`config.mk`:
```
export PLATFORM = sky130hd
export DESIGN_NAME = wait_for_cycle_detector
export DESIGN_NICKNAME = d
export VERILOG_FILES = /design/src/sv/wfcd_pkg.sv /design/src/sv/wait_for_cycle_detector.sv /design/src/sv/wfcd_ram.sv /design/src/sv/wfcd_ctrl.sv /design/src/sv/wfcd_dp.sv
export VERILOG_INCLUDE_DIRS = /design/src /design/src/sv
export SDC_FILE = /design/constraint.sdc
export NUM_CORES = 1
export LEC_CHECK = 0
export BUFFER_PORTS_ARGS = -buffer_cell sky130_fd_sc_hd__buf_2
export CORE_MARGIN = 5
export CORE_UTILIZATION = 50
export CTS_CLUSTER_DIAMETER = 150
export CTS_CLUSTER_SIZE = 14
export DETAILED_ROUTE_END_ITERATION = 6
export PLACE_DENSITY = 0.62
export SETUP_SLACK_MARGIN = 0.1
export SLEW_MARGIN = 40
export SYNTH_ARGS = -nofsm -noshare
export SYNTH_HDL_FRONTEND = slang
export SYNTH_SLANG_ARGS = --single-unit
export TNS_END_PERCENT = 10
```
`constraint.sdc`:
```
create_clock -name aclk -period 3.87 [get_ports aclk]
set_input_delay 0.387 -clock aclk [delete_from_list [all_inputs] [get_ports aclk]]
set_output_delay 0.387 -clock aclk [all_outputs]
set_load 0.05 [all_outputs]
```
`src/sv/assert_macros.svh`:
```
// shared assertion macros
`ifndef ASSERT_MACROS_SVH
`define ASSERT_MACROS_SVH

// same-cycle (overlapping) implication, checked on every rising edge outside reset
`define WFCD_ASSERT_IMPL(lbl, clk, rstn, ante, cons) \
    lbl: assert property (@(posedge clk) disable iff (!rstn) (ante) |-> (cons)) \
        else $error("wfcd assertion failed");

// next-cycle implication
`define WFCD_ASSERT_NEXT(lbl, clk, rstn, ante, cons) \
    lbl: assert property (@(posedge clk) disable iff (!rstn) (ante) |=> (cons)) \
        else $error("wfcd assertion failed");

`endif

```
`src/sv/wfcd_pkg.sv`:
```
package wfcd_pkg;

    localparam int ID_W  = 6;
    localparam int CMD_W = 2;

    typedef enum logic [CMD_W-1:0] {
        CMD_ADD    = 2'd0,
        CMD_REMOVE = 2'd1,
        CMD_DETECT = 2'd2
    } cmd_code_t;

    typedef enum logic [2:0] {
        ST_IDLE,
        ST_SCAN,
        ST_WALK,
        ST_FETCH,
        ST_RESP
    } state_t;

    // controller to datapath
    typedef struct packed {
        logic accept;
        logic scan_clear;
        logic scan_inc;
        logic walk_start;
        logic mark;
        logic load_cur;
        logic set_hit;
        logic out_load;
    } ctrl_cmd_t;

    // datapath to controller
    typedef struct packed {
        logic is_detect;
        logic start_valid;
        logic scan_last;
        logic cur_in_range;
        logic cur_visited;
        logic cur_has_edge;
        logic out_free;
    } dp_status_t;

endpackage

```
`src/sv/wait_for_cycle_detector.sv`:
```
// add, remove and unused codes: the result passes through the response state into
//   the output register, and the block then returns to idle for the next request
// detect: scans start ids one per cycle while no walk runs; each chain step is a walk
//   state and a fetch state (table read is registered)
// one request in flight; a new request is taken while the last result waits
// reset (aresetn low, synchronous) clears all edge flags and visit marks
`include "assert_macros.svh"

module wait_for_cycle_detector #(
    parameter int MAX_TXN = 64
) (
    input  logic                          aclk,
    input  logic                          aresetn,
    // request channel
    input  logic                          s_valid,
    output logic                          s_ready,
    input  logic [wfcd_pkg::CMD_W-1:0]    s_cmd,
    input  logic [wfcd_pkg::ID_W-1:0]     s_txn_a,
    input  logic [wfcd_pkg::ID_W-1:0]     s_txn_b,
    // result channel
    output logic                          m_valid,
    input  logic                          m_ready,
    output logic                          m_found,
    output logic [wfcd_pkg::ID_W-1:0]     m_victim
);

    // command bundle from the sequencer, status bundle back from the datapath
    wfcd_pkg::ctrl_cmd_t  ctrl_cmd;
    wfcd_pkg::dp_status_t dp_status;

    // sequencer: idle, scan of start ids, chain walk, table fetch, result hand-off
    wfcd_ctrl u_ctrl (
        .clk     (aclk),
        .rstn    (aresetn),
        .s_valid (s_valid),
        .s_ready (s_ready),
        .status  (dp_status),
        .cmd     (ctrl_cmd)
    );

    // datapath: target table in ram, edge and visit flags in flops,
    // scan and walk pointers, result register feeding the output stage
    wfcd_dp #(
        .MAX_TXN (MAX_TXN)
    ) u_dp (
        .clk      (aclk),
        .rstn     (aresetn),
        .s_cmd    (s_cmd),
        .s_txn_a  (s_txn_a),
        .s_txn_b  (s_txn_b),
        .m_ready  (m_ready),
        .m_valid  (m_valid),
        .m_found  (m_found),
        .m_victim (m_victim),
        .cmd      (ctrl_cmd),
        .status   (dp_status)
    );

    // a result without a cycle always carries a zero victim
    `WFCD_ASSERT_IMPL(a_victim_zero, aclk, aresetn, m_valid && !m_found, m_victim == '0)

endmodule

```
`src/sv/wfcd_ram.sv`:
```
module wfcd_ram #(
    parameter int WIDTH = 6,
    parameter int DEPTH = 64
) (
    input  logic                     clk,
    input  logic                     we,
    input  logic [$clog2(DEPTH)-1:0] waddr,
    input  logic [WIDTH-1:0]         wdata,
    input  logic [$clog2(DEPTH)-1:0] raddr,
    output logic [WIDTH-1:0]         rdata
);

    logic [WIDTH-1:0] mem [DEPTH];
    logic [WIDTH-1:0] rdata_reg;

    always_ff @(posedge clk) begin
        if (we) begin
            mem[waddr] <= wdata;
        end
        rdata_reg <= mem[raddr];
    end

    assign rdata = rdata_reg;

endmodule

```
`src/sv/wfcd_ctrl.sv`:
```
`include "assert_macros.svh"

module wfcd_ctrl (
    input  logic                   clk,
    input  logic                   rstn,
    input  logic                   s_valid,
    output logic                   s_ready,
    input  wfcd_pkg::dp_status_t   status,
    output wfcd_pkg::ctrl_cmd_t    cmd
);

    wfcd_pkg::state_t state_reg;
    wfcd_pkg::state_t state_next;

    always_ff @(posedge clk) begin
        if (!rstn) begin
            state_reg <= wfcd_pkg::ST_IDLE;
        end else begin
            state_reg <= state_next;
        end
    end

    // next state
    always_comb begin
        state_next = state_reg;
        unique case (state_reg)
            wfcd_pkg::ST_IDLE: begin
                if (s_valid) begin
                    state_next = status.is_detect ? wfcd_pkg::ST_SCAN : wfcd_pkg::ST_RESP;
                end
            end
            wfcd_pkg::ST_SCAN: begin
                if (status.start_valid) begin
                    state_next = wfcd_pkg::ST_WALK;
                end else if (status.scan_last) begin
                    state_next = wfcd_pkg::ST_RESP;
                end
            end
            wfcd_pkg::ST_WALK: begin
                if (status.cur_in_range && status.cur_visited) begin
                    state_next = wfcd_pkg::ST_RESP;
                end else if (status.cur_in_range && status.cur_has_edge) begin
                    state_next = wfcd_pkg::ST_FETCH;
                end else if (status.scan_last) begin
                    state_next = wfcd_pkg::ST_RESP;
                end else begin
                    state_next = wfcd_pkg::ST_SCAN;
                end
            end
            wfcd_pkg::ST_FETCH: begin
                state_next = wfcd_pkg::ST_WALK;
            end
            wfcd_pkg::ST_RESP: begin
                if (status.out_free) begin
                    state_next = wfcd_pkg::ST_IDLE;
                end
            end
            default: begin
                state_next = wfcd_pkg::ST_IDLE;
            end
        endcase
    end

    // outputs
    always_comb begin
        cmd     = '0;
        s_ready = 1'b0;
        unique case (state_reg)
            wfcd_pkg::ST_IDLE: begin
                s_ready    = 1'b1;
                cmd.accept = s_valid;
                cmd.scan_clear = s_valid && status.is_detect;
            end
            wfcd_pkg::ST_SCAN: begin
                cmd.walk_start = status.start_valid;
                cmd.scan_inc   = !status.start_valid && !status.scan_last;
            end
            wfcd_pkg::ST_WALK: begin
                if (status.cur_in_range && status.cur_visited) begin
                    cmd.set_hit = 1'b1;
                end else if (status.cur_in_range && status.cur_has_edge) begin
                    cmd.mark = 1'b1;
                end else begin
                    cmd.mark     = status.cur_in_range;
                    cmd.scan_inc = !status.scan_last;
                end
            end
            wfcd_pkg::ST_FETCH: begin
                cmd.load_cur = 1'b1;
            end
            wfcd_pkg::ST_RESP: begin
                cmd.out_load = status.out_free;
            end
            default: begin
                cmd = '0;
            end
        endcase
    end

    `WFCD_ASSERT_IMPL(a_fetch_after_walk, clk, rstn, state_reg == wfcd_pkg::ST_FETCH,
        $past(state_reg) == wfcd_pkg::ST_WALK)
    `WFCD_ASSERT_NEXT(a_accept_leaves_idle, clk, rstn, s_valid && s_ready,
        state_reg != wfcd_pkg::ST_IDLE)

endmodule

```
`src/sv/wfcd_dp.sv`:
```
`include "assert_macros.svh"

module wfcd_dp #(
    parameter int MAX_TXN = 64
) (
    input  logic                           clk,
    input  logic                           rstn,
    input  logic [wfcd_pkg::CMD_W-1:0]     s_cmd,
    input  logic [wfcd_pkg::ID_W-1:0]      s_txn_a,
    input  logic [wfcd_pkg::ID_W-1:0]      s_txn_b,
    input  logic                           m_ready,
    output logic                           m_valid,
    output logic                           m_found,
    output logic [wfcd_pkg::ID_W-1:0]      m_victim,
    input  wfcd_pkg::ctrl_cmd_t            cmd,
    output wfcd_pkg::dp_status_t           status
);

    localparam int IDX_W = $clog2(MAX_TXN);
    localparam int ID_W  = wfcd_pkg::ID_W;

    logic [IDX_W-1:0]   scan_reg,      scan_next;
    logic [ID_W-1:0]    cur_reg,       cur_next;
    logic [MAX_TXN-1:0] edge_valid_reg, edge_valid_next;
    logic [MAX_TXN-1:0] visited_reg,   visited_next;
    logic               res_found_reg, res_found_next;
    logic [ID_W-1:0]    res_victim_reg, res_victim_next;
    logic               m_valid_reg,   m_valid_next;
    logic               m_found_reg,   m_found_next;
    logic [ID_W-1:0]    m_victim_reg,  m_victim_next;

    wfcd_pkg::cmd_code_t in_code;
    logic               a_in_range;
    logic [IDX_W-1:0]   a_idx;
    logic [IDX_W-1:0]   cur_idx;
    logic               ram_we;
    logic [ID_W-1:0]    ram_rdata;
    logic               do_add;
    logic               do_remove;

    assign in_code    = wfcd_pkg::cmd_code_t'(s_cmd);
    assign a_in_range = 32'(s_txn_a) < 32'(MAX_TXN);
    assign a_idx      = IDX_W'(s_txn_a);
    assign cur_idx    = IDX_W'(cur_reg);

    always_comb begin
        do_add    = 1'b0;
        do_remove = 1'b0;
        unique case (in_code)
            wfcd_pkg::CMD_ADD:    do_add    = cmd.accept && a_in_range;
            wfcd_pkg::CMD_REMOVE: do_remove = cmd.accept && a_in_range;
            default: begin
                do_add    = 1'b0;
                do_remove = 1'b0;
            end
        endcase
    end

    assign ram_we = do_add;

    wfcd_ram #(
        .WIDTH (ID_W),
        .DEPTH (MAX_TXN)
    ) u_target_ram (
        .clk   (clk),
        .we    (ram_we),
        .waddr (a_idx),
        .wdata (s_txn_b),
        .raddr (cur_idx),
        .rdata (ram_rdata)
    );

    always_comb begin
        scan_next       = scan_reg;
        cur_next        = cur_reg;
        edge_valid_next = edge_valid_reg;
        visited_next    = visited_reg;
        res_found_next  = res_found_reg;
        res_victim_next = res_victim_reg;

        if (do_add) begin
            edge_valid_next[a_idx] = 1'b1;
        end
        if (do_remove) begin
            edge_valid_next[a_idx] = 1'b0;
        end
        if (cmd.accept) begin
            res_found_next  = 1'b0;
            res_victim_next = '0;
        end
        if (cmd.scan_clear) begin
            scan_next = '0;
        end
        if (cmd.scan_inc) begin
            scan_next = scan_reg + 1'b1;
        end
        if (cmd.walk_start) begin
            cur_next     = ID_W'(scan_reg);
            visited_next = '0;
        end
        if (cmd.mark) begin
            visited_next[cur_idx] = 1'b1;
        end
        if (cmd.load_cur) begin
            cur_next = ram_rdata;
        end
        if (cmd.set_hit) begin
            res_found_next  = 1'b1;
            res_victim_next = cur_reg;
        end
    end

    always_comb begin
        m_valid_next  = m_valid_reg;
        m_found_next  = m_found_reg;
        m_victim_next = m_victim_reg;
        if (cmd.out_load) begin
            m_valid_next  = 1'b1;
            m_found_next  = res_found_reg;
            m_victim_next = res_victim_reg;
        end else if (m_ready) begin
            m_valid_next = 1'b0;
        end
    end

    always_ff @(posedge clk) begin
        if (!rstn) begin
            edge_valid_reg <= '0;
            visited_reg    <= '0;
            res_found_reg  <= 1'b0;
            m_valid_reg    <= 1'b0;
        end else begin
            edge_valid_reg <= edge_valid_next;
            visited_reg    <= visited_next;
            res_found_reg  <= res_found_next;
            m_valid_reg    <= m_valid_next;
        end
    end

    always_ff @(posedge clk) begin
        scan_reg       <= scan_next;
        cur_reg        <= cur_next;
        res_victim_reg <= res_victim_next;
        m_found_reg    <= m_found_next;
        m_victim_reg   <= m_victim_next;
    end

    assign status.is_detect    = (in_code == wfcd_pkg::CMD_DETECT);
    assign status.start_valid  = edge_valid_reg[scan_reg];
    assign status.scan_last    = (scan_reg == IDX_W'(MAX_TXN - 1));
    assign status.cur_in_range = 32'(cur_reg) < 32'(MAX_TXN);
    assign status.cur_visited  = visited_reg[cur_idx];
    assign status.cur_has_edge = edge_valid_reg[cur_idx];
    assign status.out_free     = !m_valid_reg || m_ready;

    assign m_valid  = m_valid_reg;
    assign m_found  = m_found_reg;
    assign m_victim = m_victim_reg;

    `WFCD_ASSERT_IMPL(a_victim_marked, clk, rstn, res_found_reg,
        visited_reg[IDX_W'(res_victim_reg)])

endmodule

```
After elaboration in Yosys (flattened, before gate mapping)
Memory sizes are Yosys's and may differ from the RTL's. A register that Yosys moved wholly into a read port is not among the register bits.
Cells that the tools add are included.

storage, ports and cells
  output and inout port bits = 9
  input port bits = 18
  memory bits (writable) = 384
  memories = 1
  register bits = 158
  logic and storage cells = 95

memories
  memory                 depth  width  rd ports  clocked after memory_dff  write ports  line            source
  u_dp.u_target_ram.mem  64     6      1         1                         1            wfcd_ram.sv:13  logic [WIDTH-1:0] mem [DEPTH];

operators by class
  magnitude comparators = 5
  add/subtract/negate cells = 1
  multiplexer cells = 49
  equality and inequality tests = 10
  bitwise logic cells = 4
  reductions and logical operators = 15

operators with widths
  cell                 count
  $mux 64              4
  $or 64x64->64        2
  $and 64x64->64       1
  $not 64->64          1
  $mux 6               6
  $mux 3               8
  $mux 1               23
  $lt 6x7->1 const B   3
  $bmux 1 s6           3
  $pmux 3 s5           1
  $demux 1 s6          2
  $ge 6x1->1 const B   2
  $reduce_bool 2->1    4
  $add 6x1->6 const B  1
  $eq 3x2->1 const B   2
  $eq 6x6->1 const B   1
  $logic_and 1x1->1    4
  $eq 3x1->1 const B   1
  $eq 3x3->1 const B   1
  $logic_not 1->1      3
  $logic_not 3->1      1
  $ne 3x1->1 const B   1
  $reduce_and 3->1     1
  $eq 2x1->1 const B   1
  7 further kinds      7

Longest topological paths before layout
  depth in word-level cells = 8
  mapped depth = 12
  gate-level depth less buffers = 7

Cells and area by module
A second synthesis with hierarchy kept.

second synthesis, totals
  cells, all modules = 1567
  area, all modules = 23377.4 um2

modules (own cells, without submodules)
  module     times used  cells an instance  area an instance (um2)
  wfcd_ram   1           720                15225.9
  wfcd_dp    1           806                7846.3
  wfcd_ctrl  1           41                 305.3

Worst setup path before layout
Ideal clock, no wire load.

  path kind = register -> register
  start point = reg u_ctrl.state_reg[0]
  end point = mem u_dp.u_target_ram.mem[56][0], enable pin
  data required time = 3512 ps
  stages on the path, launching flop included = 7
  path slack = 528 ps
  arrival = 2985 ps
  path buffers = 1
  cells stage by stage = dfxtp_1 -> clkbuf_1 -> nor3_1 -> nand2_1 -> nor3_2 -> nand4_1 -> nor2_1

on the way
  word-level cells in the longest chain between the ends = 5

RTL lines
  element                       line             source
  start: declaration            wfcd_ctrl.sv:12  wfcd_pkg::state_t state_reg;
  start signal: assignment      wfcd_ctrl.sv:17  state_reg <= wfcd_pkg::ST_IDLE;
  start signal: assignment      wfcd_ctrl.sv:19  state_reg <= state_next;
  $logic_not 3->1               wfcd_ctrl.sv:68  unique case (state_reg)
  $mux 2                        wfcd_ctrl.sv:68
  $mux 1                        wfcd_dp.sv:49    unique case (in_code)
  $mux 1                        wfcd_ram.sv:17   if (we) begin
  $mux 1 (not written as such)  wfcd_ram.sv:18   mem[waddr] <= wdata;
  end: declaration              wfcd_ram.sv:13

No other way between the ends.

Final worst setup path
  start point = reg u_dp.cur_reg[3], in the netlist u_dp.cur_idx[3]
  end point = reg u_dp.scan_reg[0], enable pin

on the way
  word-level cells in the longest chain between the ends = 6
  elaborated cells between the ends (all ways) = 8

RTL lines
  element                                 line             source
  start: declaration                      wfcd_dp.sv:23    logic [ID_W-1:0] cur_reg, cur_next;
  start signal: assignment                wfcd_dp.sv:142   cur_reg <= cur_next;
  $bmux 1 s6                              wfcd_dp.sv:153   assign status.cur_has_edge = edge_valid_reg[cur_idx];
  $mux 1 (not written as such)            wfcd_dp.sv:153
  $mux 1                                  wfcd_ctrl.sv:81  end else if (status.cur_in_range && status.cur_has_edge) begin
  $mux 1 (*)                              wfcd_ctrl.sv:79  if (status.cur_in_range && status.cur_visited) begin
  $pmux 1 s2 (*)                          wfcd_ctrl.sv:68
  $reduce_bool 2->1 (no source line) (*)  --
  end signal: assignment                  wfcd_dp.sv:141   scan_reg <= scan_next;
  end: declaration                        wfcd_dp.sv:22    logic [IDX_W-1:0] scan_reg, scan_next;

Mark *: on every way between the ends. The rest lies on a longest branch, timed or not. The select of a mux whose other input is x is not followed.
A chain may end at the register's enable or synchronous reset.

==> flow_summary.json <==
{
  "synthTopCellsByArea": "edfxtp_1 (55%), dfxtp_1 (13%), a22oi_1 (3.2%)",
  "p_leak_uw": 0.00808,
  "routed_wl_um": 63900,
  "cts_buffers": 45,
  "start_kind": "flop",
  "final_max_slew_viol_count": 0,
  "clock_path_buffers": 3,
  "grt_max_degree": 70,
  "synth.area.mux_share": 0.0613,
  "r2r-end": "u_dp.scan_reg[0]",
  "num_vias": 14600,
  "die_height_um": 221,
  "synth-xor-area-share": 0.00158,
  "hold_viol": 0,
  "synth_most_common_cell": "edfxtp_1",
  "yosys.area.top_type": "edfxtp_1",
  "worstRegToRegCells": 7,
  "fin_setup_tns_ns": 0,
  "finalSetupViolations": 0,
  "synthesis.nets": 1557,
  "portBuffers": 26,
  "cts.sinks": 548,
  "vias_per_cell": 6.49,
  "synthFlopType": "edfxtp_1",
  "worst-endpoint-required_ns": 4.11,
  "holdWs_ns": 0.133,
  "worstPathArrival_ns": 3.55,
  "start_util": 0.504,
  "ios": 27,
  "dpl_cell_area_um2": 23700,
  "hold_path_class": "input port to flop",
  "async_reset_ff_frac": 0,
  "synth_cell_type_count": 72,
  "dp_hpwl_um": 42400,
  "synth_edf_count": 409,
  "route.detailed.drc": 0,
  "gp_routability_congestion": 0.948,
  "layout.nets": 1635,
  "cts_resized": 0,
  "crit_fanout": 11,
  "fin_crit_ns": 3.32,
  "power.density_nw_per_um2": 445,
  "fin_skew_ns": 0.0249,
  "crit_path_start": "u_dp.cur_idx[3]",
  "rsz0062_at_grt": "false",
  "grtUsageTotal": 0.254,
  "r2r-start": "u_dp.cur_idx[3]",
  "netlist_instances": 1538,
  "initialDrtViolationCount": 1813,
  "ant_nets": 0,
  "rows": 77,
  "worst_pin_slew_ns": 0.881,
  "cts_max_level": 2,
  "netlist_area_um2": 22200,
  "status": "finished clean",
  "fin_crit_sh": 0.857,
  "core_um2": 44100,
  "drive_above_1_share": 0.217,
  "final_cells": 2244,
  "clock-root-buffer": "clkbuf_16",
  "synth_top_family_by_area": "compound AO/OA/AOI/OAI gates",
  "synthAdderAreaFrac": 0.000563,
  "synth_common_cells": "edfxtp_1 (409), dfxtp_1 (139), a22oi_1 (96), nor2_1 (88), inv_1 (76)",
  "dr.pass1.iters": 7,
  "synth_compound_area_frac": 0.162,
  "n_antenna_cell": 0,
  "utilization": 0.566,
  "clkTransAtPathRegs_ns": 0.08,
  "grt_pass1_wl_um": 94600,
  "clock_latency_ns": 0.60,
  "end_kind": "flop",
  "hold_buffers": 0,
  "netlist.area_leader.share": 0.552,
  "ys_ff_latch": 548,
  "avgSynthCellArea_um2": 14.5,
  "post-cts-setup-buffers": 0,
  "dpl.cell_count": 2161,
  "grt_overflow": 0,
  "die_width_um": 221,
  "fmax_mhz": 302,
  "antenna_found_initial": 0,
  "ir_drop_mv": 0.422,
  "yosys.area_share.simple": 0.0597,
  "slew_headroom": 0.412,
  "area_growth_pct": 12.4,
  "rrSetupSlack_ns": 0.55,
  "design_area_um2": 25000,
  "grt_pass1_vias": 14100,
  "dieArea_um2": 48800,
  "path_class": "flop to flop",
  "crit_end": "u_dp.scan_reg[0]",
  "yosys_warnings": 0,
  "wire_per_inst_um": 28.5,
  "cts_tree": "done",
  "drv_cap": 0,
  "largest_reg_flops": 384,
  "ys_seq_area_frac": 0.678
}
worst max-delay path: stages, from the launching register on:
cell       delay [ns]
edfxtp_1         0.67
nor2b_1          0.27
nand2_1          0.59
a31oi_1          0.14
a2111oi_1        0.43
and4_1           0.27
a31oi_1          0.10
o22ai_1          0.47
final cells by class:
cell class	count	area, um2
clock buffers	80	1280
clock inverters	3	52.6
fillers	3606	19100
inverters	77	289
multi-input cells	792	6370
flip-flops and latches	548	15100
well taps	592	741
repair buffers	152	1200
metrics by stage:
| step | worst slack (ns) | power (uW) |
|---|---|---|
| after floorplan | 0.528 | 6720 |
| after global placement | 0.474 | 6910 |
| after detailed placement | 0.577 | 6910 |
| after CTS | 0.574 | 11200 |
| after global routing | 0.317 | 11500 |
| final | 0.554 | 11100 |
per-layer routing:
layer / share of wire / GRT usage / vias to the layer above
met5: 0 / 0 / -
met4: 0.029 / 0.0770 / 0
met3: 0.074 / 0.0420 / 119
met2: 0.47 / 0.403 / 680
met1: 0.43 / 0.367 / 7447
li1: - / - / 6323
cells in the final DEF (no fill, tap or decap), types with 4 or more instances in the layout:
master,Yosys,routed
o32ai_2,20,20
dfxtp_1,139,139
nand4_1,9,9
mux2i_1,45,45
or3b_2,4,4
xnor2_1,4,4
nor3_1,13,12
o221ai_1,6,6
nor4_1,5,4
buf_12,0,9
o32ai_1,28,28
edfxtp_1,409,409
o221a_2,64,64
nand3_1,17,17
nand2_1,52,51
nand3b_1,8,8
buf_4,7,120
o22ai_1,27,27
a221oi_1,44,44
o21ai_0,14,14
clkbuf_16,0,46
and3_1,6,6
buf_2,26,23
or3_1,6,6
mux2_2,30,30
a22oi_1,96,96
clkbuf_1,67,34
nor2_1,88,88
nor2b_1,11,11
mux4_2,25,25
nand2b_1,16,16
inv_1,76,76
a21oi_1,18,18
a31oi_1,40,40
o211ai_1,5,5
a22o_1,31,31
and2_1,9,9
power by group:
part           leakage (uW)  internal, uW  switching [uW]
registers           0.00481          6330            24.1
clock network      0.000631          2250            2080
logic               0.00264           119             311
how the worst min path moves through the flow:
stage,from,endpoint,slack (ns),depth (start not counted)
floorplan,u_dp.res_found_reg,u_dp.m_found,0.40,0
global placement,u_dp.res_victim_reg[0],u_dp.m_victim[0],0.41,0
CTS,aresetn,u_ctrl.state_reg[0],0.1,3
global route,aresetn,u_ctrl.state_reg[0],0.13,3
detailed placement,u_dp.res_victim_reg[0],u_dp.m_victim[0],0.41,0
finish,aresetn,u_ctrl.state_reg[0],0.13,3
cell families (layout without fill, tap and decap cells):
logic type	count (synthesis)	count (layout)
AO/OA/AOI/OAI	422	422
buffers and inverters	198	312
flip-flops	548	548
multiplexers	101	101
XOR/XNOR	4	4
AND/OR/NAND/NOR	264	264
adder cells (fa/ha/maj)	1	1
(Power assumes the default switching activity.)
